$ cat config.mk
export PLATFORM = sky130hd
export DESIGN_NAME = link_supervisor_with_status_led_top
export DESIGN_NICKNAME = d
export VERILOG_FILES = /design/src/design/lsup_pkg.sv /design/src/design/lsup_cfg_regs.sv /design/src/design/lsup_core.sv /design/src/design/link_supervisor_with_status_led_top.sv
export SDC_FILE = /design/constraint.sdc
export NUM_CORES = 1
export LEC_CHECK = 0
export ABC_AREA = 0
export BUFFER_PORTS_ARGS = -buffer_cell sky130_fd_sc_hd__buf_4
export CORE_MARGIN = 5
export CORE_UTILIZATION = 63
export DETAILED_ROUTE_END_ITERATION = 6
export PLACE_DENSITY = 0.88
export REMOVE_ABC_BUFFERS = 1
export SETUP_SLACK_MARGIN = 0.3
export SYNTH_ARGS = -nofsm -noshare
export SYNTH_HDL_FRONTEND = slang
export SYNTH_HIERARCHICAL = 1
export SYNTH_SLANG_ARGS = --single-unit
$ cat constraint.sdc
create_clock -name clk -period 9.42 [get_ports clk]
set_input_delay 1.884 -clock clk [delete_from_list [all_inputs] [get_ports clk]]
set_output_delay 1.884 -clock clk [all_outputs]
set_load 0.02 [all_outputs]
$ cat src/design/lsup_pkg.sv
// Shared types, codes and reset values for the link supervisor.
package lsup_pkg;

  localparam int unsigned TimeW = 32;

  typedef enum logic [2:0] {
    MODE_BOOT         = 3'd0,
    MODE_POST         = 3'd1,
    MODE_HANDSHAKE    = 3'd2,
    MODE_RUNNING      = 3'd3,
    MODE_ESTOP        = 3'd4,
    MODE_DISCONNECTED = 3'd5
  } mode_t;

  localparam logic [2:0] REQ_TICK  = 3'd0;
  localparam logic [2:0] REQ_FRAME = 3'd1;
  localparam logic [2:0] REQ_ESTOP = 3'd2;
  localparam logic [2:0] REQ_CLEAR = 3'd3;
  localparam logic [2:0] REQ_SET   = 3'd4;

  localparam logic [2:0] REG_DISCONNECT_TIMEOUT  = 3'd0;
  localparam logic [2:0] REG_HEARTBEAT_PERIOD    = 3'd1;
  localparam logic [2:0] REG_HEARTBEAT_ON_TIME   = 3'd2;
  localparam logic [2:0] REG_POST_BLINK          = 3'd3;
  localparam logic [2:0] REG_HANDSHAKE_BLINK     = 3'd4;
  localparam logic [2:0] REG_ESTOP_BLINK         = 3'd5;
  localparam logic [2:0] REG_DISCONNECTED_BLINK  = 3'd6;

  localparam logic [TimeW-1:0] RST_DISCONNECT_TIMEOUT = 32'd5000;
  localparam logic [TimeW-1:0] RST_HEARTBEAT_PERIOD   = 32'd2000;
  localparam logic [TimeW-1:0] RST_HEARTBEAT_ON_TIME  = 32'd50;
  localparam logic [TimeW-1:0] RST_POST_BLINK         = 32'd100;
  localparam logic [TimeW-1:0] RST_HANDSHAKE_BLINK    = 32'd500;
  localparam logic [TimeW-1:0] RST_ESTOP_BLINK        = 32'd50;
  localparam logic [TimeW-1:0] RST_DISCONNECTED_BLINK = 32'd150;

  typedef struct packed {
    logic [TimeW-1:0] disconnect_timeout;
    logic [TimeW-1:0] heartbeat_period;
    logic [TimeW-1:0] heartbeat_on_time;
    logic [TimeW-1:0] post_blink_period;
    logic [TimeW-1:0] handshake_blink_period;
    logic [TimeW-1:0] estop_blink_period;
    logic [TimeW-1:0] disconnected_blink_period;
  } cfg_t;

  typedef struct packed {
    logic [2:0]       req_type;
    logic [TimeW-1:0] now_ms;
    logic [2:0]       new_mode;
  } item_t;

  typedef struct packed {
    mode_t mode;
    logic  led_on;
    logic  homing_start;
    logic  stop_all;
    logic  clear_stop;
  } res_t;

endpackage

$ cat src/design/lsup_cfg_regs.sv
// Configuration register file: timeout and LED timing registers.
module lsup_cfg_regs
  import lsup_pkg::*;
(
  input  logic             clk,
  input  logic             rst,
  input  logic             cfg_we,
  input  logic [2:0]       cfg_index,
  input  logic [TimeW-1:0] cfg_wdata,
  output cfg_t             cfg
);

  always_ff @(posedge clk) begin
    if (rst) begin
      cfg.disconnect_timeout        <= RST_DISCONNECT_TIMEOUT;
      cfg.heartbeat_period          <= RST_HEARTBEAT_PERIOD;
      cfg.heartbeat_on_time         <= RST_HEARTBEAT_ON_TIME;
      cfg.post_blink_period         <= RST_POST_BLINK;
      cfg.handshake_blink_period    <= RST_HANDSHAKE_BLINK;
      cfg.estop_blink_period        <= RST_ESTOP_BLINK;
      cfg.disconnected_blink_period <= RST_DISCONNECTED_BLINK;
    end else if (cfg_we) begin
      case (cfg_index)
        REG_DISCONNECT_TIMEOUT: cfg.disconnect_timeout        <= cfg_wdata;
        REG_HEARTBEAT_PERIOD:   cfg.heartbeat_period          <= cfg_wdata;
        REG_HEARTBEAT_ON_TIME:  cfg.heartbeat_on_time         <= cfg_wdata;
        REG_POST_BLINK:         cfg.post_blink_period         <= cfg_wdata;
        REG_HANDSHAKE_BLINK:    cfg.handshake_blink_period    <= cfg_wdata;
        REG_ESTOP_BLINK:        cfg.estop_blink_period        <= cfg_wdata;
        REG_DISCONNECTED_BLINK: cfg.disconnected_blink_period <= cfg_wdata;
        default: ;
      endcase
    end
  end

endmodule

$ cat src/design/lsup_core.sv
// Supervisor state and per-event update: mode, frame time, LED phase.
module lsup_core
  import lsup_pkg::*;
(
  input  logic  clk,
  input  logic  rst,
  input  logic  fire,
  input  item_t item,
  input  cfg_t  cfg,
  output res_t  res
);

  mode_t            mode_reg, mode_next;
  logic [TimeW-1:0] last_frame_time, last_frame_time_next;
  logic [TimeW-1:0] led_change_time, led_change_time_next;
  logic             heartbeat_phase, heartbeat_phase_next;
  logic             led_level, led_level_next;

  logic [TimeW-1:0] rx_gap, led_elapsed, blink_period;
  logic             link_lost;
  mode_t            tick_mode;

  // wrapping differences
  assign rx_gap      = item.now_ms - last_frame_time;
  assign led_elapsed = item.now_ms - led_change_time;
  assign link_lost   = (mode_reg == MODE_RUNNING) && (rx_gap > cfg.disconnect_timeout);
  assign tick_mode   = link_lost ? MODE_DISCONNECTED : mode_reg;

  always_comb begin
    case (tick_mode)
      MODE_POST:         blink_period = cfg.post_blink_period;
      MODE_HANDSHAKE:    blink_period = cfg.handshake_blink_period;
      MODE_ESTOP:        blink_period = cfg.estop_blink_period;
      MODE_DISCONNECTED: blink_period = cfg.disconnected_blink_period;
      default:           blink_period = '0;
    endcase
  end

  always_comb begin
    mode_next            = mode_reg;
    last_frame_time_next = last_frame_time;
    led_change_time_next = led_change_time;
    heartbeat_phase_next = heartbeat_phase;
    led_level_next       = led_level;
    res.homing_start     = 1'b0;
    res.stop_all         = 1'b0;
    res.clear_stop       = 1'b0;
    case (item.req_type)
      REQ_TICK: begin
        mode_next        = tick_mode;
        res.homing_start = link_lost;
        // LED runs off the mode after a possible disconnect on this tick
        case (tick_mode)
          MODE_BOOT: led_level_next = 1'b1;
          MODE_RUNNING: begin
            if (!heartbeat_phase) begin
              if (led_elapsed >= cfg.heartbeat_period) begin
                led_level_next       = 1'b1;
                led_change_time_next = item.now_ms;
                heartbeat_phase_next = 1'b1;
              end
            end else if (led_elapsed >= cfg.heartbeat_on_time) begin
              // flash end keeps change time so flash starts stay periodic
              led_level_next       = 1'b0;
              heartbeat_phase_next = 1'b0;
            end
          end
          default: begin
            if (led_elapsed >= blink_period) begin
              led_level_next       = ~led_level;
              led_change_time_next = item.now_ms;
            end
          end
        endcase
      end
      REQ_FRAME: begin
        last_frame_time_next = item.now_ms;
        if (mode_reg == MODE_DISCONNECTED) mode_next = MODE_HANDSHAKE;
      end
      REQ_ESTOP: begin
        res.stop_all = 1'b1;
        mode_next    = MODE_ESTOP;
      end
      REQ_CLEAR: begin
        res.clear_stop = 1'b1;
        mode_next      = MODE_RUNNING;
      end
      REQ_SET: begin
        if (item.new_mode <= MODE_DISCONNECTED) mode_next = mode_t'(item.new_mode);
      end
      default: ;
    endcase
    res.mode   = mode_next;
    res.led_on = led_level_next;
  end

  always_ff @(posedge clk) begin
    if (rst) begin
      mode_reg        <= MODE_POST;
      last_frame_time <= '0;
      led_change_time <= '0;
      heartbeat_phase <= 1'b0;
      led_level       <= 1'b1;
    end else if (fire) begin
      mode_reg        <= mode_next;
      last_frame_time <= last_frame_time_next;
      led_change_time <= led_change_time_next;
      heartbeat_phase <= heartbeat_phase_next;
      led_level       <= led_level_next;
    end
  end

endmodule

$ cat src/design/link_supervisor_with_status_led_top.sv
// Top level of the link supervisor: input register, update core, result register.
// One result comes out for every event beat. Events are taken one per clock
// with no bubbles while out_ready stays high; a beat passes through an input
// register and then the result register, where its result is offered. The rate
// is set by the state update in the core, which sees the state left by the
// previous beat. The input side keeps accepting while a result waits,
// stalling only when both the input and result registers are full.
module link_supervisor_with_status_led_top
  import lsup_pkg::*;
(
  input  logic             clk,
  input  logic             rst,
  input  logic             in_valid,
  output logic             in_ready,
  input  logic [2:0]       req_type,
  input  logic [TimeW-1:0] now_ms,
  input  logic [2:0]       new_mode,
  output logic             out_valid,
  input  logic             out_ready,
  output logic [2:0]       mode,
  output logic             led_on,
  output logic             homing_start,
  output logic             stop_all,
  output logic             clear_stop,
  input  logic             cfg_we,
  input  logic [2:0]       cfg_index,
  input  logic [TimeW-1:0] cfg_wdata
);

  cfg_t  cfg;
  item_t item;
  res_t  res, res_q;
  logic  item_valid;
  logic  advance, fire, in_accept;

  assign advance   = !out_valid || out_ready;
  assign fire      = item_valid && advance;
  assign in_ready  = !item_valid || advance;
  assign in_accept = in_valid && in_ready;

  lsup_cfg_regs u_cfg (
    .clk       (clk),
    .rst       (rst),
    .cfg_we    (cfg_we),
    .cfg_index (cfg_index),
    .cfg_wdata (cfg_wdata),
    .cfg       (cfg)
  );

  lsup_core u_core (
    .clk  (clk),
    .rst  (rst),
    .fire (fire),
    .item (item),
    .cfg  (cfg),
    .res  (res)
  );

  always_ff @(posedge clk) begin
    if (rst) begin
      item_valid <= 1'b0;
      out_valid  <= 1'b0;
    end else begin
      if (in_accept)    item_valid <= 1'b1;
      else if (advance) item_valid <= 1'b0;
      if (fire)           out_valid <= 1'b1;
      else if (out_ready) out_valid <= 1'b0;
    end
  end

  always_ff @(posedge clk) begin
    if (in_accept) begin
      item.req_type <= req_type;
      item.now_ms   <= now_ms;
      item.new_mode <= new_mode;
    end
    if (fire) res_q <= res;
  end

  assign mode         = res_q.mode;
  assign led_on       = res_q.led_on;
  assign homing_start = res_q.homing_start;
  assign stop_all     = res_q.stop_all;
  assign clear_stop   = res_q.clear_stop;

  a_one_pulse: assert property (@(posedge clk) disable iff (rst)
    out_valid |-> $onehot0({homing_start, stop_all, clear_stop}))
    else $error("more than one command pulse in a result");

  a_homing_mode: assert property (@(posedge clk) disable iff (rst)
    (out_valid && homing_start) |-> (mode == MODE_DISCONNECTED))
    else $error("homing pulse without disconnected mode");

  a_stop_mode: assert property (@(posedge clk) disable iff (rst)
    (out_valid && stop_all) |-> (mode == MODE_ESTOP))
    else $error("stop pulse without estop mode");

  a_clear_mode: assert property (@(posedge clk) disable iff (rst)
    (out_valid && clear_stop) |-> (mode == MODE_RUNNING))
    else $error("clear pulse without running mode");

  a_boot_led: assert property (@(posedge clk) disable iff (rst)
    (out_valid && mode == MODE_BOOT && homing_start == 1'b0 && led_on == 1'b0)
      |-> (stop_all == 1'b0))
    else $error("boot result with LED off carries a stop pulse");

endmodule
Yosys cells after proc, flatten, opt, wreduce, memory -nomap -nowiden
Cells that the tools add are included.

Bits of input ports: 78. Register bits after elaboration: 340. Word-level logic and storage cells: 97. Output and inout bits: 9.

Add/subtract/negate cells: 2. Bitwise operators: 2. Order comparisons: 5. Mux-type cells: 24. Equal/unequal tests: 19. Reduce and logical (&&, ||, !) cells: 23.

Operator list (count): $pmux 32 s4 (1); $ge 32x32->1 (3); $mux 32 (3); $pmux 32 s2 (1); $sub 32x32->32 (2); $gt 32x32->1 (1); $eq 3x2->1 const B (7); $eq 3x3->1 const B (7); $reduce_and 2->1 (8); $pmux 3 s5 (1); $mux 1 (14); $eq 3x1->1 const B (3); $logic_not 3->1 (3); $mux 3 (3); $reduce_and 6->1 (1); $reduce_bool 2->1 (3); $le 3x3->1 const B (1); $logic_and 1x1->1 (3); $reduce_and 3->1 (1); $logic_not 1->1 (2); $logic_or 1x1->1 (2); $ne 2x1->1 const B (1); $ne 2x2->1 const B (1); $not 1->1 (2); $pmux 1 s2 (1).

Longest topological paths before layout
Gate-level depths: netlist (run 1).

Depth after elaboration: 10. Depth in mapped cells: 37.

Cells and area by module
The synthesis (run 1) kept the hierarchy.

Modules (own cells, without submodules): lsup_core (instances 1, area each 10009.6 um^2, seq. area each 1381.3 um^2, cells each 1345); lsup_cfg_regs (instances 1, area each 8674.6 um^2, seq. area each 4484.3 um^2, cells each 783); link_supervisor_with_status_led_top (instances 1, area each 1455.1 um^2, seq. area each 1391.3 um^2, cells each 55).

Worst setup path before layout (run 1)
OpenSTA, ideal clock, no wires.

Kind: reg-to-reg. From: register, netlist name item[4]. To: register res_q (netlist bit led_on), data pin. Arrival time: 6.629 ns. Path slack: 2.540 ns. Required time: 9.169 ns. Buffers on the path: 3. Clock period less this slack: 6.880 ns. Stages on the path, launching flop included: 35. Cell sequence: edfxtp_1 -> ha_1 -> nor2b_1 -> o31a_1 -> a211oi_2 -> a21oi_1 -> o311ai_2 -> a21boi_1 -> o21ai_1 -> a21oi_1 -> a31oi_1 -> xnor2_1 -> ha_1 -> a21o_1 -> a21o_1 -> a21oi_1 -> o21a_1 -> o211ai_1 -> a31o_1 -> a31oi_1 -> nor2b_1 -> clkbuf_1 -> clkbuf_1 -> a221oi_1 -> ha_1 -> a21o_1 -> a21o_1 -> a211o_1 -> a21o_1 -> a21o_1 -> a2111oi_0 -> a21oi_1 -> a221oi_1 -> o21ai_1 -> buf_4.

Word-level cells in the longest chain between the ends: 10. Elaborated cells between the ends (all ways): 21. Those cells by class: add/sub (2); order compare (4); eq/ne (5); mux (8); reduce/logical (2).

Ends and longest elaborated chain: $sub 32x32->32 (RTL line lsup_core.sv:24) `assign rx_gap = item.now_ms - last_frame_time;`; $gt 32x32->1 (RTL line lsup_core.sv:26) `assign link_lost = (mode_reg == MODE_RUNNING) && (rx_gap > cfg.disconnect_timeout);`; $logic_and 1x1->1 (RTL line lsup_core.sv:26); $mux 3 (RTL line lsup_core.sv:27) `assign tick_mode = link_lost ? MODE_DISCONNECTED : mode_reg;`; $eq 3x3->1 (tied with other cells) (RTL line lsup_core.sv:30) `case (tick_mode)`; $pmux 32 s4 (RTL line lsup_core.sv:30); $ge 32x32->1 (RTL line lsup_core.sv:69) `if (led_elapsed >= blink_period) begin`; $mux 1 (RTL line lsup_core.sv:69); $pmux 1 s2 (*) (RTL line lsup_core.sv:53) `case (tick_mode)`; $mux 1 (*) (RTL line lsup_core.sv:48) `case (item.req_type)`; net u_core.led_level_next (RTL line lsup_core.sv:17) `logic led_level, led_level_next;`; end signal: assignment (RTL line link_supervisor_with_status_led_top.sv:77) `if (fire) res_q <= res;`; end: declaration (RTL line link_supervisor_with_status_led_top.sv:32) `res_t res, res_q;`.

Mark *: on every way through the listed nets, which the timed path passes. The rest lies on a longest branch. A chain may end at the register's enable or synchronous reset.

Worst setup path in the final report (run 1)
From: register, netlist name item[3]. To: register u_core.led_change_time[6].

Word-level cells in the longest chain between the ends: 9. Elaborated cells between the ends (all ways): 20. Those cells by class: add/sub (2); order compare (3); eq/ne (7); mux (3); bitwise (1); reduce/logical (4).

Ends and longest elaborated chain: $sub 32x32->32 (RTL line lsup_core.sv:24); $gt 32x32->1 (RTL line lsup_core.sv:26); $logic_and 1x1->1 (RTL line lsup_core.sv:26); $mux 3 (RTL line lsup_core.sv:27); $eq 3x3->1 (tied with other cells) (RTL line lsup_core.sv:30); $pmux 32 s4 (RTL line lsup_core.sv:30); $ge 32x32->1 (RTL line lsup_core.sv:69); $reduce_bool 2->1 (no source line); $reduce_and 6->1 (no source line); end signal: assignment (RTL line lsup_core.sv:107) `led_change_time <= led_change_time_next;`; end: declaration (RTL line lsup_core.sv:15) `logic [TimeW-1:0] led_change_time, led_change_time_next;`.

Parallel ways exist; a longest one is shown, timed or not.

==> results of run 1 <==
synthesized netlist by cell type, types with 13 or more instances:
cell type / count / area [um^2]
sky130_fd_sc_hd__xor2_1: 13 / 114
sky130_fd_sc_hd__xnor2_1: 41 / 359
sky130_fd_sc_hd__a221oi_1: 34 / 298
sky130_fd_sc_hd__nand4_1: 25 / 156
sky130_fd_sc_hd__a21oi_1: 118 / 591
sky130_fd_sc_hd__clkbuf_1: 73 / 274
sky130_fd_sc_hd__ha_1: 190 / 2380
sky130_fd_sc_hd__edfxtp_1: 45 / 1350
sky130_fd_sc_hd__nand3_1: 18 / 90.1
sky130_fd_sc_hd__mux2i_1: 258 / 2580
sky130_fd_sc_hd__inv_1: 174 / 653
sky130_fd_sc_hd__nand2b_1: 304 / 1900
sky130_fd_sc_hd__nand2_1: 106 / 398
sky130_fd_sc_hd__a211oi_1: 13 / 97.6
sky130_fd_sc_hd__o21ai_0: 40 / 200
sky130_fd_sc_hd__o21a_1: 14 / 105
sky130_fd_sc_hd__buf_2: 21 / 105
sky130_fd_sc_hd__a21o_1: 68 / 510
sky130_fd_sc_hd__nor3_1: 16 / 80.1
sky130_fd_sc_hd__nor2_1: 135 / 507
sky130_fd_sc_hd__nor2b_1: 17 / 106
sky130_fd_sc_hd__a22oi_1: 32 / 240
sky130_fd_sc_hd__dfxtp_1: 295 / 5910
per-stage QoR:
| stage | cell area, um^2 | power, mW | setup slack (ps) | utilization [%] |
|---|---|---|---|---|
| after floorplan | 19700 | 1.97 | 954 | - |
| after global placement | 21000 | 2.14 | 1430 | 66.5 |
| after detailed placement | 21000 | 2.17 | 1130 | 66.5 |
| after CTS | 22300 | 3.66 | 1040 | 70.5 |
| after global routing | 22300 | 3.81 | 508 | 70.5 |
| final | 22300 | 3.66 | 987 | 70.5 |
routing by layer:
layer | GRT usage, % | vias up | routed length [um]
li1 | - | 7652 | -
met1 | 35.4 | 7647 | 21900
met2 | 44.3 | 553 | 22700
met3 | 3.54 | 112 | 2600
met4 | 9.08 | 0 | 1410
met5 | 0 | - | 0
worst max-delay path, delay by kind of cell, from the launching register on:
family / cells / cell delay, ps
xor+xnor: 1 / 130
buf+inv: 4 / 1010
simple gates: 5 / 1130
flops: 1 / 410
mux: 1 / 270
fa+ha+maj: 4 / 1210
compound gates: 20 / 4140
how the worst max path moves through the flow:
| stage | startpoint | to | cells after the start |
|---|---|---|---|
| 6_report | item[3] | u_core/led_change_time[6] | 35 |
| 3_3_place_gp | item[4] | u_core/led_change_time[0] | 32 |
| 5_1_grt | item[3] | u_core/led_change_time[6] | 35 |
| 4_1_cts | item[3] | u_core/led_change_time[6] | 35 |
| 2_1_floorplan | item[4] | u_core/led_change_time[0] | 31 |
| 3_5_place_dp | item[4] | u_core/led_change_time[6] | 32 |
kinds of logic after synthesis:
family / share of synthesized area [%]
buffers and inverters: 5.63
adders and majority gates: 12.0
and+or+nand+nor: 18.0
muxes: 12.8
xor gates and xnor gates: 2.35
AOI/OAI and AO/OA: 13.2
DFF: 36.0
area by class of cell:
| cell class | count | area (um^2) |
|---|---|---|
| Clock buffer | 54 | 1060 |
| Clock inverter | 12 | 195 |
| Fill cell | 2304 | 9300 |
| Inverter | 175 | 657 |
| Multi-Input combinational cell | 1564 | 11800 |
| Sequential cell | 340 | 7260 |
| Tap cell | 402 | 503 |
| Timing Repair Buffer | 102 | 785 |
where the power goes:
group | internal, mW | switching [mW] | total [mW]
sequential | 1.51 | 0.0280 | 1.54
combinational | 0.263 | 0.359 | 0.622
clock | 0.918 | 0.584 | 1.50
total | 2.69 | 0.970 | 3.66
==> metrics.sh, run 1 <==
STATUS='finished clean'
PLACE_CONGESTION=0.905
WORST-PATH-MAX-FANOUT=32
IO_BUFFER_COUNT=86
DRV_SLEW=0
SETUP_SLACK_OF_THE_WORST_REGISTER_TO_REGISTER_PATH_PS=990
POST_SYNTHESIS_CELLS=2183
DIE_FOOTPRINT_UM2=35600
SLOWEST_DELAY_PS=530
LARGEST-REGISTER='u_cfg/cfg'
SYNTH-SEQ-CELLS=340
FINALHOLDVIOLATIONS=0
CLK_LATENCY_PS=530
WORST_EP_ARRIVAL_TIME_PS=8870
GRT_ANTENNA_BEFORE_REPAIR=0
REQUIRED_TIME_OF_THE_CRITICAL_PATH_PS=9860
STATIC-LEAKAGE-POWER_nW=9.47
CTS_TREE='built'
FINAL.HOLD.WORST_SLACK_PS=460
WORST-SLEW-PIN-TRANSITION_PS=1140
SYNTH.DISTINCT_CELLS=74
CAP_VIOL_MAX_COUNT=0
FINALNETCOUNT=2489
GRT_PASS1_WL_MM=78.8
YOSYS_WARNINGS=6
GR-USAGE-ALL-LAYERS_PCT=26.4
ANTENNA_CELLS_INSERTED=0
POSTCTSSETUPBUFFERS=0
LAYOUT.CELLS.MOST_COMMON_LIST='304 x sky130_fd_sc_hd__nand2b_1, 295 x sky130_fd_sc_hd__dfxtp_1, 258 x sky130_fd_sc_hd__mux2i_1'
VIA_COUNT=16000
FP.COREAREA_UM2=31600
POWER-PER-CELL-AREA_nW_PER_UM2=164
SETUP.WORST_PATH.CLASS='flip-flop to flip-flop'
STARTING_UTILIZATION_OF_THE_CORE_AREA_PCT=63.8
ROUTE.DETAILED.VIAS_PER_INST=6.03
GRT_START_MAX_NET_PINS=260
TRITONCTS.NUM_BUFFERS=36
IRDROPWORSTVDD_mV=0.160
DIE_W_UM=189
DRT_FIRST_ITER_VIOLATIONS=1480
ASYNCSETRESETFLOPFRACSYNTH_PCT=0
FIN_SETUP_TNS_PS=0
FINAL-INSTANCE-COUNT-EXCL-FILL=2649
MOSTFREQUENTLAYOUTCELL='sky130_fd_sc_hd__nand2b_1'
CTS_RESIZED=0
CLOCKROOTBUFFER='sky130_fd_sc_hd__clkbuf_16'
AVGROUTEDWIREPERCELL_UM=18.3
GRT_PASS1_VIAS=16000
TOP_REGS='u_cfg/cfg x224, item x38'
HOLD_PATH.STARTPOINT='u_core/last_frame_time[7]'
WORST_HOLD_PATH.NUM_CELLS=2
HP_CLASS='flip-flop to flip-flop'
GRT_SETUP_UNREPAIRED='no'
CRITPATHSLOWESTCELL='sky130_fd_sc_hd__buf_4'
SYNTH_ENABLE_FLOP_CELLS=45
POSTCTSHOLDBUFS=0
MAXSLEWHEADROOM_PCT=23.0
TIMING.RR.END='u_core/led_change_time[6]'
DIE_HEIGHT_UM=189
FINAL_ANTENNA_NET_COUNT=0
FMAXACHIEVABLE_MHz=119
DRIVE_ABOVE_1_SHARE_PCT=8.06
PIN_COUNT=87
MAPPED_AVG_CELL_AREA_UM2=9.23
DP.FINAL_HPWL_MM=33.7
PLACEDCELLCOUNT=2583
FINCLKSKEW_PS=20.6
STANDARD_CELL_ROW_COUNT=65
CRITICAL_PATH.STARTPOINT_TYPE='flip-flop'
TIMING.FINAL.CRIT_SHARE_PCT=89.5
DRT_WL_TOTAL_MM=48.6
OVERFLOW=0
NUMBER_OF_SINKS_ON_THE_CLOCK_NET=340
LARGEST_REGISTER_FF_COUNT=224
COMMONEST_REGISTER_CELL_AFTER_SYNTHESIS='sky130_fd_sc_hd__dfxtp_1'
SETUP_VIOL_COUNT_FINAL=0
CRIT-REG2REG-LAUNCH='item[3]'
SYN-CELL-AREA_UM2=20100
MAX_ROOT_SINK_BUFFERS=3
CLOCK_TRANSITION_AT_THE_REGISTERS_OF_THE_REPORTED_PATHS_PS=60
POST-ROUTE-DRC-COUNT=0
WORSTREGTOREGCELLS=35
PORTION_OF_THE_POST_SYNTHESIS_AREA_USED_BY_SEQUENTIAL_ELEMENTS_PCT=36.0
HTREEDEPTH=2
MIN_TO='u_core/last_frame_time[7]'
PERIOD_MINUS_SLACK_PS=8430
CRITPATHCAPTURETYPE='flip-flop'
FIRST_PASS_ITERATION_COUNT_OF_THE_DETAILED_ROUTER=7
AREA.GROWTH.SYNTH_TO_FINAL_PCT=10.5
Note: power is estimated with default switching activity, not from simulation.
==> inputs of run 2 (changes only) <==
Settings changed: CORE_UTILIZATION 63 to 65, PLACE_DENSITY 0.88 to 0.91, SYNTH_HIERARCHICAL 1 to default.
Clock period 9.42 ns to 10.5 ns, I/O delays scaled along.
==> metrics.sh, run 2 <==
STATUS='finished with violations'
FAILED_CHECKS='DRC'
POST_SYNTHESIS_CELLS=2331  # +6.8%
POWER.SHARE.SWITCHING_PCT=27.2  # +0.69 points
CLKPWRFRAC_PCT=39.6  # -1.4 points
YOSYSMOSTFREQUENTCELL='sky130_fd_sc_hd__nand2_1'
TIMING.RR.END='u_core.led_change_time[18]'
FINALHOLDVIOLATIONS=0  # unchanged
SYNTH_COMPOUND_AREA_SHARE_PCT=19.7  # +6.5 points
CAP_VIOL_MAX_COUNT=0  # unchanged
CLK_LATENCY_PS=530  # about the same
GR-USAGE-ALL-LAYERS_PCT=29.8  # +3.3 points
ASYNCSETRESETFLOPFRACSYNTH_PCT=0  # unchanged
GRT_ANTENNA_BEFORE_REPAIR=0  # unchanged
WORST-PATH-MAX-FANOUT=32  # unchanged
POSTCTSHOLDBUFS=0  # unchanged
TOTALPOWERFINAL_mW=3.19  # -13%
DPL_CELL_AREA_UM2=19700  # -6.1%
SETUP_WS_PS=1270  # +278 ps
MAPPED_AVG_CELL_AREA_UM2=8.10  # -12%
PLACE_CONGESTION=0.959  # +5.9%
GRT_START_MAX_NET_PINS=144  # -45%
NETLIST.TOP_CELL.BY_AREA='sky130_fd_sc_hd__dfxtp_1'
LARGEST_REGISTER_FF_COUNT=224  # unchanged
CLOCKROOTBUFFER='sky130_fd_sc_hd__clkbuf_16'
COMMONEST_REGISTER_CELL_AFTER_SYNTHESIS='sky130_fd_sc_hd__dfxtp_1'
SETUP_SLACK_OF_THE_WORST_REGISTER_TO_REGISTER_PATH_PS=1270  # +280 ps
MAX_ROOT_SINK_BUFFERS=3  # unchanged
SETUP.WORST_PATH.CLASS='flip-flop to flip-flop'
CRITPATHCAPTURETYPE='flip-flop'
CPLARGESTDELAYFAMILY='compound AO/OA/AOI/OAI gates'
MOSTFREQUENTLAYOUTCELL='sky130_fd_sc_hd__nand2_1'
ROUTE.DETAILED.VIAS_PER_INST=6.19  # +2.7%
DRT_FIRST_ITER_VIOLATIONS=1450  # -2.0%
USE_MET3_PCT=4.36  # +0.82 points
YOSYS_WARNINGS=0  # -6
REQUIRED_TIME_OF_THE_CRITICAL_PATH_PS=10870  # +1010 ps
SWITCHING_POWER_mW=0.867  # -11%
POWER-PER-CELL-AREA_nW_PER_UM2=152  # -7.3%
CTS_RESIZED=0  # unchanged
SYNTH_TOP_AREA_SHARE_PCT=31.3  # +2.0 points
IO_BUFFER_COUNT=86  # unchanged
FINCLKSKEW_PS=19.7  # -0.914 ps
PORTION_OF_THE_POST_SYNTHESIS_AREA_USED_BY_SEQUENTIAL_ELEMENTS_PCT=38.4  # +2.4 points
HOLD_PATH.STARTPOINT='u_cfg.cfg[89]'
LAYOUT.CELLS.MOST_COMMON_LIST='524 x sky130_fd_sc_hd__nand2_1, 315 x sky130_fd_sc_hd__a21oi_1, 295 x sky130_fd_sc_hd__dfxtp_1'
PERIOD_MINUS_SLACK_PS=9230  # +802 ps
LAYOUT.FILLER_CELLS=2070  # -10%
NUMBER_OF_SINKS_ON_THE_CLOCK_NET=340  # unchanged
CRITPATHSLOWESTCELL='sky130_fd_sc_hd__a211o_2'
GRT_PASS1_WL_MM=81.9  # +3.9%
CTS_TREE='built'
STARTING_UTILIZATION_OF_THE_CORE_AREA_PCT=65.8  # +2.0 points
SYNTH_ENABLE_FLOP_CELLS=45  # unchanged
SYNTH.DISTINCT_CELLS=72  # -2.7%
SYNTHADDERAREAFRAC_PCT=12.8  # +0.80 points
GRT_PASS1_VIAS=17200  # +7.5%
WORST-SLEW-PIN-TRANSITION_PS=1190  # +52.6 ps
GRTUSAGEMET2_PCT=52.7  # +8.4 points
POSTCTSSETUPBUFFERS=0  # unchanged
DIE_FOOTPRINT_UM2=32600  # -8.7%
WORSTREGTOREGCELLS=35  # unchanged
MAXSLEWHEADROOM_PCT=20.6  # -2.4 points
DRIVE_ABOVE_1_SHARE_PCT=7.79  # -0.27 points
CLOCK_TRANSITION_AT_THE_REGISTERS_OF_THE_REPORTED_PATHS_PS=60  # about the same
TOP_REGS='u_cfg.cfg x224, item x38'
LARGEST-REGISTER='u_cfg.cfg'
FP.COREAREA_UM2=28700  # -9.0%
DRV_SLEW=0  # unchanged
SETUP_VIOL_COUNT_FINAL=0  # unchanged
TIMING.FINAL.CRIT_SHARE_PCT=88.0  # -1.6 points
P_COMB_SHARE_PCT=17.1  # about the same
GRT_SETUP_UNREPAIRED='no'
DIE_W_UM=180  # -4.4%
CRIT-REG2REG-LAUNCH='item[3]'
SYN-CELL-AREA_UM2=18900  # -6.2%
FINISH.INSTANCE_AREA_UM2=20900  # -6.1%
YS_TOP_CELLS_BY_AREA='sky130_fd_sc_hd__dfxtp_1 31%, sky130_fd_sc_hd__ha_1 13%, sky130_fd_sc_hd__nand2_1 10%'
TRITONCTS.NUM_BUFFERS=36  # unchanged
VIA_COUNT=17200  # +7.5%
POWER_FRAC_SEQ_PCT=43.3  # +1.3 points
AREA.GROWTH.SYNTH_TO_FINAL_PCT=10.6
SYNTH-SEQ-CELLS=340  # unchanged
GRT_MOST_USED_LAYER='met2'
HTREEDEPTH=2  # unchanged
POST-ROUTE-DRC-COUNT=1  # +1
TOP_CELLS_BY_INSTANCE_COUNT_AFTER_SYNTHESIS='524 x sky130_fd_sc_hd__nand2_1, 315 x sky130_fd_sc_hd__a21oi_1, 295 x sky130_fd_sc_hd__dfxtp_1, 190 x sky130_fd_sc_hd__ha_1, 182 x sky130_fd_sc_hd__inv_1'
HP_CLASS='flip-flop to flip-flop'
WORST_EP_ARRIVAL_TIME_PS=9610  # +740 ps
DRT_WL_TOTAL_MM=50.5  # +3.9%
WORST_HOLD_PATH.NUM_CELLS=2  # unchanged
WORST_SLACK_AT_PLACEMENT_PS=1530  # +399 ps
USE_MET1_PCT=34.3  # -1.1 points
MIN_TO='u_cfg.cfg[89]'
FINAL-INSTANCE-COUNT-EXCL-FILL=2772  # +4.6%
POST_SYNTH_XOR_AREA_FRACTION_PCT=2.55  # +0.20 points
CRITICAL_PATH.STARTPOINT_TYPE='flip-flop'
FINAL_ANTENNA_NET_COUNT=0  # unchanged
POST_SYNTH_MUX_AREA_SHARE_PCT=1.75  # -11 points
DIE_HEIGHT_UM=180  # -4.4%
OVERFLOW=0  # unchanged
DOMINANT_COMBINATIONAL_CELL_FAMILY_BY_AREA_AFTER_SYNTHESIS='compound AO/OA/AOI/OAI gates'
SYNTH_SIMPLE_GATE_AREA_SHARE_PCT=18.6  # +0.63 points
PIN_COUNT=87  # unchanged
FIN_SETUP_TNS_PS=0  # unchanged
BUF_INV_STAGES_CRIT_PATH=3  # -1
ANTENNA_CELLS_INSERTED=0  # unchanged
FINALNETCOUNT=2631  # +5.7%
SLOWEST_DELAY_PS=780  # +250 ps
PLACEDCELLCOUNT=2707  # +4.8%
IRDROPWORSTVDD_mV=0.134  # -16%
FIRST_PASS_ITERATION_COUNT_OF_THE_DETAILED_ROUTER=7  # unchanged
STATIC-LEAKAGE-POWER_nW=8.15  # -14%
STANDARD_CELL_ROW_COUNT=62  # -4.6%
AVGROUTEDWIREPERCELL_UM=18.2  # -0.73%
INTERNAL_POWER_mW=2.32  # -14%
FMAXACHIEVABLE_MHz=108  # -8.7%
DP.FINAL_HPWL_MM=35.1  # +4.3%
[run 2: changes by cell type in the layout (fill, tap and decap cells not counted), sizes merged, moves of 5 or more]
cell and delta:
and3 +8, clkbuf +5, o211ai -5, a21oi +194, nand2 +418, mux2i -225
a211oi -5, o21ai -5, nand2b -286, nand3b +15, a211o +11, inv +7
[run 2: worst max-delay path by stage]
stage / startpoint / to / slack, ps / cells after the start
2_1_floorplan: item[3] / u_core.led_change_time[0] / 1700 / 34
4_1_cts: item[3] / u_core.led_change_time[18] / 1440 / 35
3_3_place_gp: item[3] / u_core.led_change_time[2] / 1920 / 36
6_report: item[3] / u_core.led_change_time[18] / 1270 / 35
5_1_grt: item[3] / u_core.led_change_time[18] / 890 / 35
3_5_place_dp: item[3] / u_core.led_change_time[18] / 1530 / 35
[run 2: layout make-up]
type / instances / area [um^2] / area share [%]
clock buffer: 59 / 1110 / 5.31
clock inverter: 6 / 65.1 / 0.311
inverter: 183 / 687 / 3.29
multi-input combinational: 1695 / 10500 / 50.2
sequential: 340 / 7260 / 34.7
tap: 384 / 480 / 2.30
timing repair buffer: 105 / 795 / 3.80
[run 2: routing by layer]
layer / routed length (um) / vias to the layer above
met4: 3230 / 0
met5: 0 / -
li1: - / 8062
met2: 24900 / 835
met3: 3560 / 252
met1: 18800 / 8006
[run 2: power by group through the flow]
stage                     registers [mW]  clock network, mW  logic, mW
after floorplan                     1.40                  0      0.338
after global placement              1.40                  0      0.490
after detailed placement            1.41                  0      0.521
after CTS                           1.38               1.27      0.532
after global routing                1.38               1.33      0.595
final                               1.38               1.26      0.544
[run 2: worst reg2reg max path: cells and delay by family (launching register included)]
kind | cells | cell delay [ps]
AO/OA/AOI/OAI | 15 | 4130
AND/OR/NAND/NOR | 11 | 2440
adder cells (fa/ha/maj) | 4 | 1230
flip-flops | 1 | 430
buffers and inverters | 3 | 430
multiplexers | 1 | 360
XOR/XNOR | 1 | 90
[run 2: metrics by stage]
stage / utilization, % / hold slack, ps
2_1_floorplan: - / 430
3_3_place_gp: 68.7 / 441
3_5_place_dp: 68.7 / 446
4_1_cts: 72.8 / 454
5_1_grt: 72.8 / 468
6_report: 72.8 / 454
[run 2: logic make-up (layout without fill, tap and decap cells)]
family,count (synthesis),after routing
AOI/OAI and AO/OA,593,593
xor gates and xnor gates,55,55
adders and majority gates,192,192
buffers and inverters,296,353
DFF,340,340
muxes,33,33
and+or+nand+nor,822,822
